===== config.mk =====
export PLATFORM = sky130hd
export DESIGN_NAME = tcg_cursor
export DESIGN_NICKNAME = d
export VERILOG_FILES = /design/src/tcg_pkg.sv /design/src/tcg_div.sv /design/src/tcg_cursor.sv
export SDC_FILE = /design/constraint.sdc
export NUM_CORES = 1
export LEC_CHECK = 0
export BUFFER_PORTS_ARGS = -buffer_cell sky130_fd_sc_hd__buf_2
export CAP_MARGIN = 10
export CORE_ASPECT_RATIO = 1.4
export CORE_MARGIN = 2
export CORE_UTILIZATION = 60
export CTS_BUF_LIST = sky130_fd_sc_hd__clkbuf_4 sky130_fd_sc_hd__clkbuf_8
export CTS_CLUSTER_SIZE = 24
export DETAILED_ROUTE_END_ITERATION = 10
export MAX_ROUTING_LAYER = met4
export PLACE_DENSITY = 0.79
export SLEW_MARGIN = 20
export SYNTH_ARGS = -nofsm -noshare
export SYNTH_HDL_FRONTEND = slang
export SYNTH_SLANG_ARGS = --single-unit

===== constraint.sdc =====
create_clock -name clk -period 11.2 [get_ports clk]
set_clock_uncertainty 0.05 [all_clocks]
set_input_delay 1.12 -clock clk [delete_from_list [all_inputs] [get_ports clk]]
set_output_delay 1.12 -clock clk [all_outputs]
set_load 0.05 [all_outputs]

===== src/tcg_pkg.sv =====
// Shared types and constants of the text console glyph renderer.
`default_nettype none

package tcg_pkg;

  localparam int GLYPH_ROWS       = 16;
  localparam int MAX_SCREEN_WIDTH = 4096;
  localparam int HEIGHT_LIMIT     = 4096;
  localparam int CELL_W           = 8;

  localparam int FONT_DEPTH = 256 * GLYPH_ROWS;
  localparam int FONT_AW    = $clog2(FONT_DEPTH);
  localparam int ROW_AW     = $clog2(GLYPH_ROWS);
  localparam int CUR_W      = 21;
  localparam int CNT_W      = $clog2(CUR_W);
  localparam int EW_W       = $clog2(MAX_SCREEN_WIDTH + 1);
  localparam int COL_W      = $clog2(MAX_SCREEN_WIDTH);
  localparam int LINE_W     = CUR_W - $clog2(CELL_W);
  localparam int ROWS_W     = $clog2(HEIGHT_LIMIT / GLYPH_ROWS + 1);
  localparam int LIM_W      = EW_W + ROWS_W;
  localparam int CFG_W      = 13;
  localparam int PIX_W      = 12;

  localparam logic [CFG_W-1:0] RESET_WIDTH  = 13'd640;
  localparam logic [CFG_W-1:0] RESET_HEIGHT = 13'd480;

  localparam logic REG_SCREEN_WIDTH  = 1'b0;
  localparam logic REG_SCREEN_HEIGHT = 1'b1;

  localparam logic OP_PRINT = 1'b0;
  localparam logic OP_LOAD  = 1'b1;

  localparam logic KIND_DRAW  = 1'b0;
  localparam logic KIND_CLEAR = 1'b1;

  localparam logic [7:0] CH_NL    = 8'h0A;
  localparam logic [7:0] CH_CR    = 8'h0D;
  localparam logic [7:0] CH_BS    = 8'h08;
  localparam logic [7:0] CH_SPACE = 8'h20;

  typedef struct packed {
    logic       opcode;
    logic [7:0] char_code;
    logic [3:0] glyph_row;
    logic [7:0] font_bits;
  } tcg_in_t;

  typedef struct packed {
    logic             kind;
    logic [PIX_W-1:0] pixel_x;
    logic [PIX_W-1:0] pixel_y;
    logic [7:0]       row_mask;
    logic             last;
  } tcg_out_t;

  // What one printed character asks of the row sequencer
  typedef struct packed {
    logic             clear;
    logic             draw;
    logic [7:0]       glyph;
    logic [PIX_W-1:0] org_x;
    logic [PIX_W-1:0] org_y;
  } tcg_step_t;

endpackage

`default_nettype wire


===== src/tcg_div.sv =====
// Bit-serial restoring divider: splits the cursor into text line and column.
`default_nettype none

module tcg_div (
  input  wire logic                      clk,
  input  wire logic                      rst,
  input  wire logic                      start,
  input  wire logic [tcg_pkg::CUR_W-1:0] dividend,
  input  wire logic [tcg_pkg::EW_W-1:0]  divisor,
  output logic                           busy,
  output logic                           done,
  output logic      [tcg_pkg::CUR_W-1:0] quotient,
  output logic      [tcg_pkg::EW_W-1:0]  remainder
);
  import tcg_pkg::*;

  logic             run;
  logic [CNT_W-1:0] cnt;
  logic [EW_W-1:0]  rem;
  logic [CUR_W-1:0] quo;
  logic [EW_W-1:0]  dvs;
  logic [EW_W:0]    trial;
  logic [EW_W:0]    diff;
  logic             take;

  always_comb begin
    trial = {rem, quo[CUR_W-1]};
    diff  = trial - {1'b0, dvs};
    take  = ~diff[EW_W];
  end

  always_ff @(posedge clk) begin
    if (rst) begin
      run  <= 1'b0;
      done <= 1'b0;
      cnt  <= '0;
    end else begin
      done <= 1'b0;
      if (start) begin
        run <= 1'b1;
        cnt <= '0;
        rem <= '0;
        quo <= dividend;
        dvs <= divisor;
      end else if (run) begin
        rem <= take ? diff[EW_W-1:0] : trial[EW_W-1:0];
        quo <= {quo[CUR_W-2:0], take};
        cnt <= cnt + CNT_W'(1);
        if (cnt == CNT_W'(CUR_W - 1)) begin
          run  <= 1'b0;
          done <= 1'b1;
        end
      end
    end
  end

  assign busy      = run;
  assign quotient  = quo;
  assign remainder = rem;

endmodule

`default_nettype wire


===== src/tcg_cursor.sv =====
// Screen geometry registers and cursor, kept as linear position, column and text line.
`default_nettype none

module tcg_cursor (
  input  wire logic                      clk,
  input  wire logic                      rst,
  input  wire logic                      cfg_we,
  input  wire logic                      cfg_idx,
  input  wire logic [tcg_pkg::CFG_W-1:0] cfg_wdata,
  input  wire logic                      step_en,
  input  wire logic [7:0]                step_char,
  output tcg_pkg::tcg_step_t             step,
  output logic                           busy
);
  import tcg_pkg::*;

  localparam int OYP_W = LINE_W + ROW_AW + 1;

  logic [CFG_W-1:0]  screen_width;
  logic [CFG_W-1:0]  screen_height;
  logic [CUR_W-1:0]  cursor;
  logic [COL_W-1:0]  col;
  logic [LINE_W-1:0] line;
  logic [LIM_W-1:0]  limit;
  logic              start_q;

  logic [CFG_W-1:0]  wc;
  logic [CFG_W-1:0]  hc;
  logic [EW_W-1:0]   w_eff;
  logic [ROWS_W-1:0] rows;

  logic              div_busy;
  logic              div_done;
  logic [CUR_W-1:0]  div_quo;
  logic [EW_W-1:0]   div_rem;

  logic              clr;
  logic [CUR_W-1:0]  c0;
  logic [CUR_W-1:0]  cursor_next;
  logic [COL_W-1:0]  col0;
  logic [COL_W-1:0]  col_next;
  logic [COL_W-1:0]  ox;
  logic [LINE_W-1:0] ln0;
  logic [LINE_W-1:0] line_next;
  logic [LINE_W-1:0] oy_line;
  logic [EW_W-1:0]   col_inc;
  logic [OYP_W-1:0]  oy_prod;
  logic              draw;
  logic [7:0]        glyph;

  // Clamp the geometry registers to the usable range
  always_comb begin
    if (screen_width < CFG_W'(CELL_W)) begin
      wc = CFG_W'(CELL_W);
    end else if (32'(screen_width) > MAX_SCREEN_WIDTH) begin
      wc = CFG_W'(MAX_SCREEN_WIDTH);
    end else begin
      wc = screen_width;
    end
    w_eff = EW_W'(wc) & ~EW_W'(CELL_W - 1);

    if (screen_height < CFG_W'(GLYPH_ROWS)) begin
      hc = CFG_W'(GLYPH_ROWS);
    end else if (32'(screen_height) > HEIGHT_LIMIT) begin
      hc = CFG_W'(HEIGHT_LIMIT);
    end else begin
      hc = screen_height;
    end
    rows = ROWS_W'(hc / GLYPH_ROWS);
  end

  tcg_div u_div (
    .clk       (clk),
    .rst       (rst),
    .start     (start_q),
    .dividend  (cursor),
    .divisor   (w_eff),
    .busy      (div_busy),
    .done      (div_done),
    .quotient  (div_quo),
    .remainder (div_rem)
  );

  always_comb begin
    clr  = LIM_W'(cursor) >= limit;
    c0   = clr ? '0 : cursor;
    col0 = clr ? '0 : col;
    ln0  = clr ? '0 : line;

    col_inc     = EW_W'(col0) + EW_W'(CELL_W);
    cursor_next = c0;
    col_next    = col0;
    line_next   = ln0;
    draw        = 1'b0;
    glyph       = step_char;
    ox          = col0;
    oy_line     = ln0;

    case (step_char)
      CH_NL: begin
        cursor_next = c0 + CUR_W'(w_eff) - CUR_W'(col0);
        col_next    = '0;
        line_next   = ln0 + LINE_W'(1);
      end
      CH_CR: begin
        cursor_next = c0 - CUR_W'(col0);
        col_next    = '0;
      end
      CH_BS: begin
        // Drop the backspace at home; otherwise step back and blank the cell
        if (c0 >= CUR_W'(CELL_W)) begin
          cursor_next = c0 - CUR_W'(CELL_W);
          draw        = 1'b1;
          glyph       = CH_SPACE;
          if (col0 == '0) begin
            col_next  = COL_W'(w_eff - EW_W'(CELL_W));
            line_next = ln0 - LINE_W'(1);
          end else begin
            col_next  = col0 - COL_W'(CELL_W);
          end
          ox      = col_next;
          oy_line = line_next;
        end
      end
      default: begin
        draw        = 1'b1;
        cursor_next = c0 + CUR_W'(CELL_W);
        if (col_inc == w_eff) begin
          col_next  = '0;
          line_next = ln0 + LINE_W'(1);
        end else begin
          col_next  = COL_W'(col_inc);
        end
      end
    endcase

    oy_prod = OYP_W'(oy_line) * OYP_W'(GLYPH_ROWS);

    step.clear = clr;
    step.draw  = draw;
    step.glyph = glyph;
    step.org_x = PIX_W'(ox);
    step.org_y = oy_prod[PIX_W-1:0];
  end

  always_ff @(posedge clk) begin
    if (rst) begin
      screen_width  <= RESET_WIDTH;
      screen_height <= RESET_HEIGHT;
      cursor        <= '0;
      col           <= '0;
      line          <= '0;
      start_q       <= 1'b0;
    end else begin
      start_q <= cfg_we;
      if (cfg_we) begin
        case (cfg_idx)
          REG_SCREEN_WIDTH:  screen_width  <= cfg_wdata;
          REG_SCREEN_HEIGHT: screen_height <= cfg_wdata;
          default:           screen_width  <= screen_width;
        endcase
      end
      if (div_done) begin
        col  <= COL_W'(div_rem);
        line <= LINE_W'(div_quo);
      end else if (step_en) begin
        cursor <= cursor_next;
        col    <= col_next;
        line   <= line_next;
      end
    end
  end

  always_ff @(posedge clk) begin
    limit <= LIM_W'(w_eff) * LIM_W'(rows);
  end

  // Hold off characters while the column and line are rebuilt after a geometry write
  assign busy = start_q | div_busy | div_done;

endmodule

`default_nettype wire


# [Yosys cells after proc, flatten, opt, wreduce, memory -nomap -nowiden]
# Cells that the tools add are included.
# Widths: inputs -> output; s select.
[totals] n_memories=0 rom_bits=0 regBits=148 ram_bits=0 wordCells=90 output_inout_bits=35 latch_bits=0 inputBits=26
[classes] n_addsub=12 n_mux=35 eq_ne=5 order_cmp=6 n_reduce_logical=11 n_bitwise=7 n_shift=0 n_mul=1 div=0
[op_table] cell="$mux 18" count=6
[op_table] cell="$mux 12" count=7
[op_table] cell="$mux 21" count=4
[op_table] cell="$mux 13" count=6
[op_table] cell="$pmux 21 s3" count=1
[op_table] cell="$pmux 18 s3" count=1
[op_table] cell="$sub 21x12->21" count=2
[op_table] cell="$gt 13x13->1 const B" count=2
[op_table] cell="$eq 8x4->1 const B" count=3
[op_table] cell="$mux 8" count=3
[op_table] cell="$pmux 12 s2" count=1
[op_table] cell="$sub 12x4->12 const B" count=2
[op_table] cell="$ge 21x22->1" count=1
[op_table] cell="$add 21x13->21" count=1
[op_table] cell="$add 21x4->21 const B" count=1
[op_table] cell="$ge 21x4->1 const B" count=1
[op_table] cell="$sub 21x4->21 const B" count=1
[op_table] cell="$mul 10x9->19" count=1
[op_table] cell="$add 18x1->18 const B" count=1
[op_table] cell="$sub 18x1->18 const B" count=1
[op_table] cell="$sub 14x13->14" count=1
[op_table] cell="$add 12x4->13 const B" count=1
[op_table] cell="$eq 13x13->1" count=1
[op_table] cell="$lt 13x4->1 const B" count=1
[op_table] cell="12 further kinds" count=27

# [Depth between registers and ports, before layout]
[logic_depth] ltp_word=9 depth_mapped=26

# [Hierarchy]
# From an unflattened synthesis, not the netlist that was laid out.
[hier_totals] cells_unflattened=1876 area_unflattened_um2=14896.8
[modules_own_cells] module="tcg_cursor" area_each_um2=11853.9 n_inst=1 cells_per_inst=1620 seq_area_each_um2=1601.5
[modules_own_cells] module="tcg_div" area_each_um2=3042.9 n_inst=1 cells_per_inst=256 seq_area_each_um2=1551.5

# [Worst setup path after synthesis]
# Ideal clock, no wire load.
[synth_timing] path_kind="reg2out" startpoint="register cursor[4]" endpoint="output step[22] (netlist bit)" path_slack_ns=4.772 stages_incl_launch_ff=21 arrival_ns=5.258 t_required_ns=10.030 path_buffers=5 path_cell_list="dfxtp_1 ha_1 nor2b_1 a311o_1 a211o_1 a211oi_4 buf_2 buf_2 buf_2 nand2_1 ha_1 nand4b_1 nor4b_1 and3_1 a31o_2 a31o_2 buf_4 nand2_1 clkbuf_1 nor3_1 a211oi_1"
[synth_lines] element="from (decl)" line="tcg_cursor.sv:21" rtl="logic [CUR_W-1:0] cursor;"
[synth_lines] element="from (signal assigned)" line="tcg_cursor.sv:167" rtl="cursor <= cursor_next;"
[synth_lines] element="to (decl)" line="tcg_cursor.sv:12" rtl="output tcg_pkg::tcg_step_t step,"

==> flow_summary.ini <==
[synthesis]
synth.distinct_cells = 79
synth_area_leaders = dfxtp_1, ha_1, fa_1
yosysWarnings = 0
syn_avg_cell_area_um2 = 7.78
syn_inst = 1790
synth-edff-count = 44
synth_area_mm2 = 0.0139
async_reset_ff_share_pct = 0
yosysSeqAreaShare_pct = 22.0
yosys_most_used_dff = dfxtp_1
synth_top_cell_by_area = dfxtp_1
ys_seq_elements = 131
yosys.area.top_type_share_pct = 12.5

[finish]
multi_input_area_mm2 = 0.00966
nets = 1992
regArea_mm2 = 0.00306
antennaDiodeCount = 0
drive_above_1_share_pct = 8.34
syn_to_final_growth_pct = 5.53
fin_util_pct = 63.8
nFillCells = 2056

[clock_network]
cts.hold.buffers_added = 0
cts_tree = done
clk_pin_slew_ps = 100
post_cts_resized = 0
cts_buffers = 17
h-tree-depth = 4
cts-root-buf = clkbuf_8
cts_setup_buffers = 0
cts.sinks = 131
clk_latency_ps = 490
clock_path_buffers = 2

[power]
seqPwrFrac_pct = 31.4
clkPwrFrac_pct = 24.4
p_int_mw = 1.02
swShare_pct = 42.7
p_total_mw = 1.79
p_switching_mw = 0.764
cellPowerDensity_mw_per_mm2 = 122
ir_drop_mv = 0.0912
p_leak_nw = 6.64
power_frac_comb_pct = 44.3

[worst_setup_path]
cp_data_arrival_time_ps = 6280
path_class = reg2out
end_kind = output port
worstReg2RegStart = cursor[7]$_SDFFE_PP0P_
cp.required_ps = 10030
rr_worst_depth = 21
worstSetupStartpoint = cursor[7]$_SDFFE_PP0P_
rrSetupSlack_ps = 4100
crit_end = step[21]
crit_path_max_fanout = 63
startpoint_type = flop
reg2reg_to = cursor[19]$_SDFFE_PP0P_

[placement]
gp_congestion = 0.996
dp_hpwl_um = 30600
port_buffers = 53

[routing]
drc = 0
avgRoutedWirePerCell_um = 20.0
vias = 13300
dr.pass1.iters = 6
ant_nets = 0
vias_per_cell = 6.34
drtIter0Drc = 1281
wl_um = 41800

[floorplanning]
die_area_mm2 = 0.0245
start_util_pct = 60.4
die_x_um = 133
core_mm2 = 0.0230
ios = 61
std_cell_rows = 66
dieHeight_um = 184

[global_routing]
grt_pass1_wl_um = 66400
overflow = 0
antenna_found_initial = 0
globalRouteTotalUtil_pct = 35.6
grt_pass1_vias = 13000
grt_max_degree = 64

[timing]
setup_tns_ps = 0
maxSlewViolCount = 0
fmax_mhz = 134
period_minus_slack_ps = 7450
worstMarginPinSlew_ps = 933
maxSlewHeadroom_pct = 37.8
final_hold_viol_count = 0
setup_violations = 0
post-route-period-util_pct = 66.5
rsz0062_at_grt = no

[flow_run]
cap_violations = 0

[hold_path]
hold_path.class = reg2reg
min_path_cells = 2

[status]
status = finished, final reports clean
kinds of logic after synthesis:
group,share of synthesized area (%)
other,0.0269
AND/OR/NAND/NOR,21.4
multiplexers,2.87
XOR/XNOR,4.84
buffers and inverters,8.85
AO/OA/AOI/OAI,18.9
adder cells (fa/ha/maj),21.1
flip-flops,22.0
state kept, by name (all words and copies together), names as in the netlist:
name	flops
u_div.remainder	13
u_div.dvs	10
u_div.done	1
screen_height	9
col	12
u_div.quotient	21
line	8
screen_width	10
u_div.busy	1
start_q	1
limit	19
cursor	21
u_div.cnt	5
layout make-up:
type                    count  area share (%)
clock inverters            14            1.12
clock buffers              18            1.64
inverters                 206            5.26
well taps                 306            2.60
multi-input cells        1347            65.7
flip-flops and latches    131            20.8
repair buffers             70            2.81
through the flow:
step / instances / hold WS [ps] / setup slack [ps] / instance area (µm²)
3_5_place_dp: 2059 / 412 / 4270 / 14300
2_1_floorplan: 1793 / 386 / 4770 / 13900
4_1_cts: 2091 / 426 / 3910 / 14700
5_1_grt: 2092 / 448 / 3420 / 14700
6_report: 2092 / 422 / 3750 / 14700
3_3_place_gp: 2059 / 404 / 4310 / 14300
power by group through the flow:
stage,logic (mW),clock network [mW],registers (mW)
2_1_floorplan,0.608,0,0.555
3_3_place_gp,0.756,0,0.569
3_5_place_dp,0.774,0,0.570
4_1_cts,0.777,0.438,0.559
5_1_grt,0.878,0.455,0.564
6_report,0.791,0.436,0.560
synth_stat cells (28+ instances only):
cell type and number:
a21oi_1 122, clkbuf_1 78, dfxtp_1 87, edfxtp_1 44, fa_1 70, ha_1 123
inv_1 200, nand2_1 218, nand3_1 53, nor2_1 150, nor3_1 50, o21ai_0 83
xnor2_1 49, xor2_1 28
worst max-delay path, cell delays in order (launching register included):
cell	delay, ps
dfxtp_1	650
ha_1	340
a211oi_1	240
o21bai_1	140
a211o_1	340
a211oi_4	490
buf_4	660
and2_1	320
inv_1	110
ha_1	220
nand3_1	110
a31o_2	130
a31o_2	250
buf_4	360
nand2_1	310
o31ai_1	290
o21ai_0	220
o21ai_0	230
buf_2	330
worst min-delay path by stage:
stage / from / endpoint
6_report: screen_height[4]$_SDFFE_PP0P_ / screen_height[4]$_SDFFE_PP0P_
3_3_place_gp: screen_width[8]$_SDFFE_PP0P_ / screen_width[8]$_SDFFE_PP0P_
2_1_floorplan: screen_height[4]$_SDFFE_PP0P_ / screen_height[4]$_SDFFE_PP0P_
3_5_place_dp: screen_height[4]$_SDFFE_PP0P_ / screen_height[4]$_SDFFE_PP0P_
4_1_cts: screen_height[4]$_SDFFE_PP0P_ / screen_height[4]$_SDFFE_PP0P_
5_1_grt: screen_height[4]$_SDFFE_PP0P_ / screen_height[4]$_SDFFE_PP0P_
layout by cell type (no fill, tap or decap), types with 50 or more instances in the layout:
cell | netlist | routed
a21oi_1 | 122 | 122
buf_2 | 10 | 53
dfxtp_1 | 87 | 86
fa_1 | 70 | 70
ha_1 | 123 | 123
inv_1 | 200 | 200
nand2_1 | 218 | 218
nand3_1 | 53 | 53
nor2_1 | 150 | 148
nor3_1 | 50 | 50
o21ai_0 | 83 | 83
layer usage:
| layer | wire length [µm] | part of all wire (%) | GRT usage (%) | up-vias |
|---|---|---|---|---|
| li1 | - | - | - | 6123 |
| met1 | 15600 | 37 | 39.9 | 6225 |
| met2 | 20000 | 48 | 59.3 | 702 |
| met3 | 3320 | 8.0 | 5.03 | 223 |
| met4 | 2840 | 6.8 | 23.4 | 0 |
| met5 | 0 | 0 | - | - |
Power figures use the tool's default switching activity.
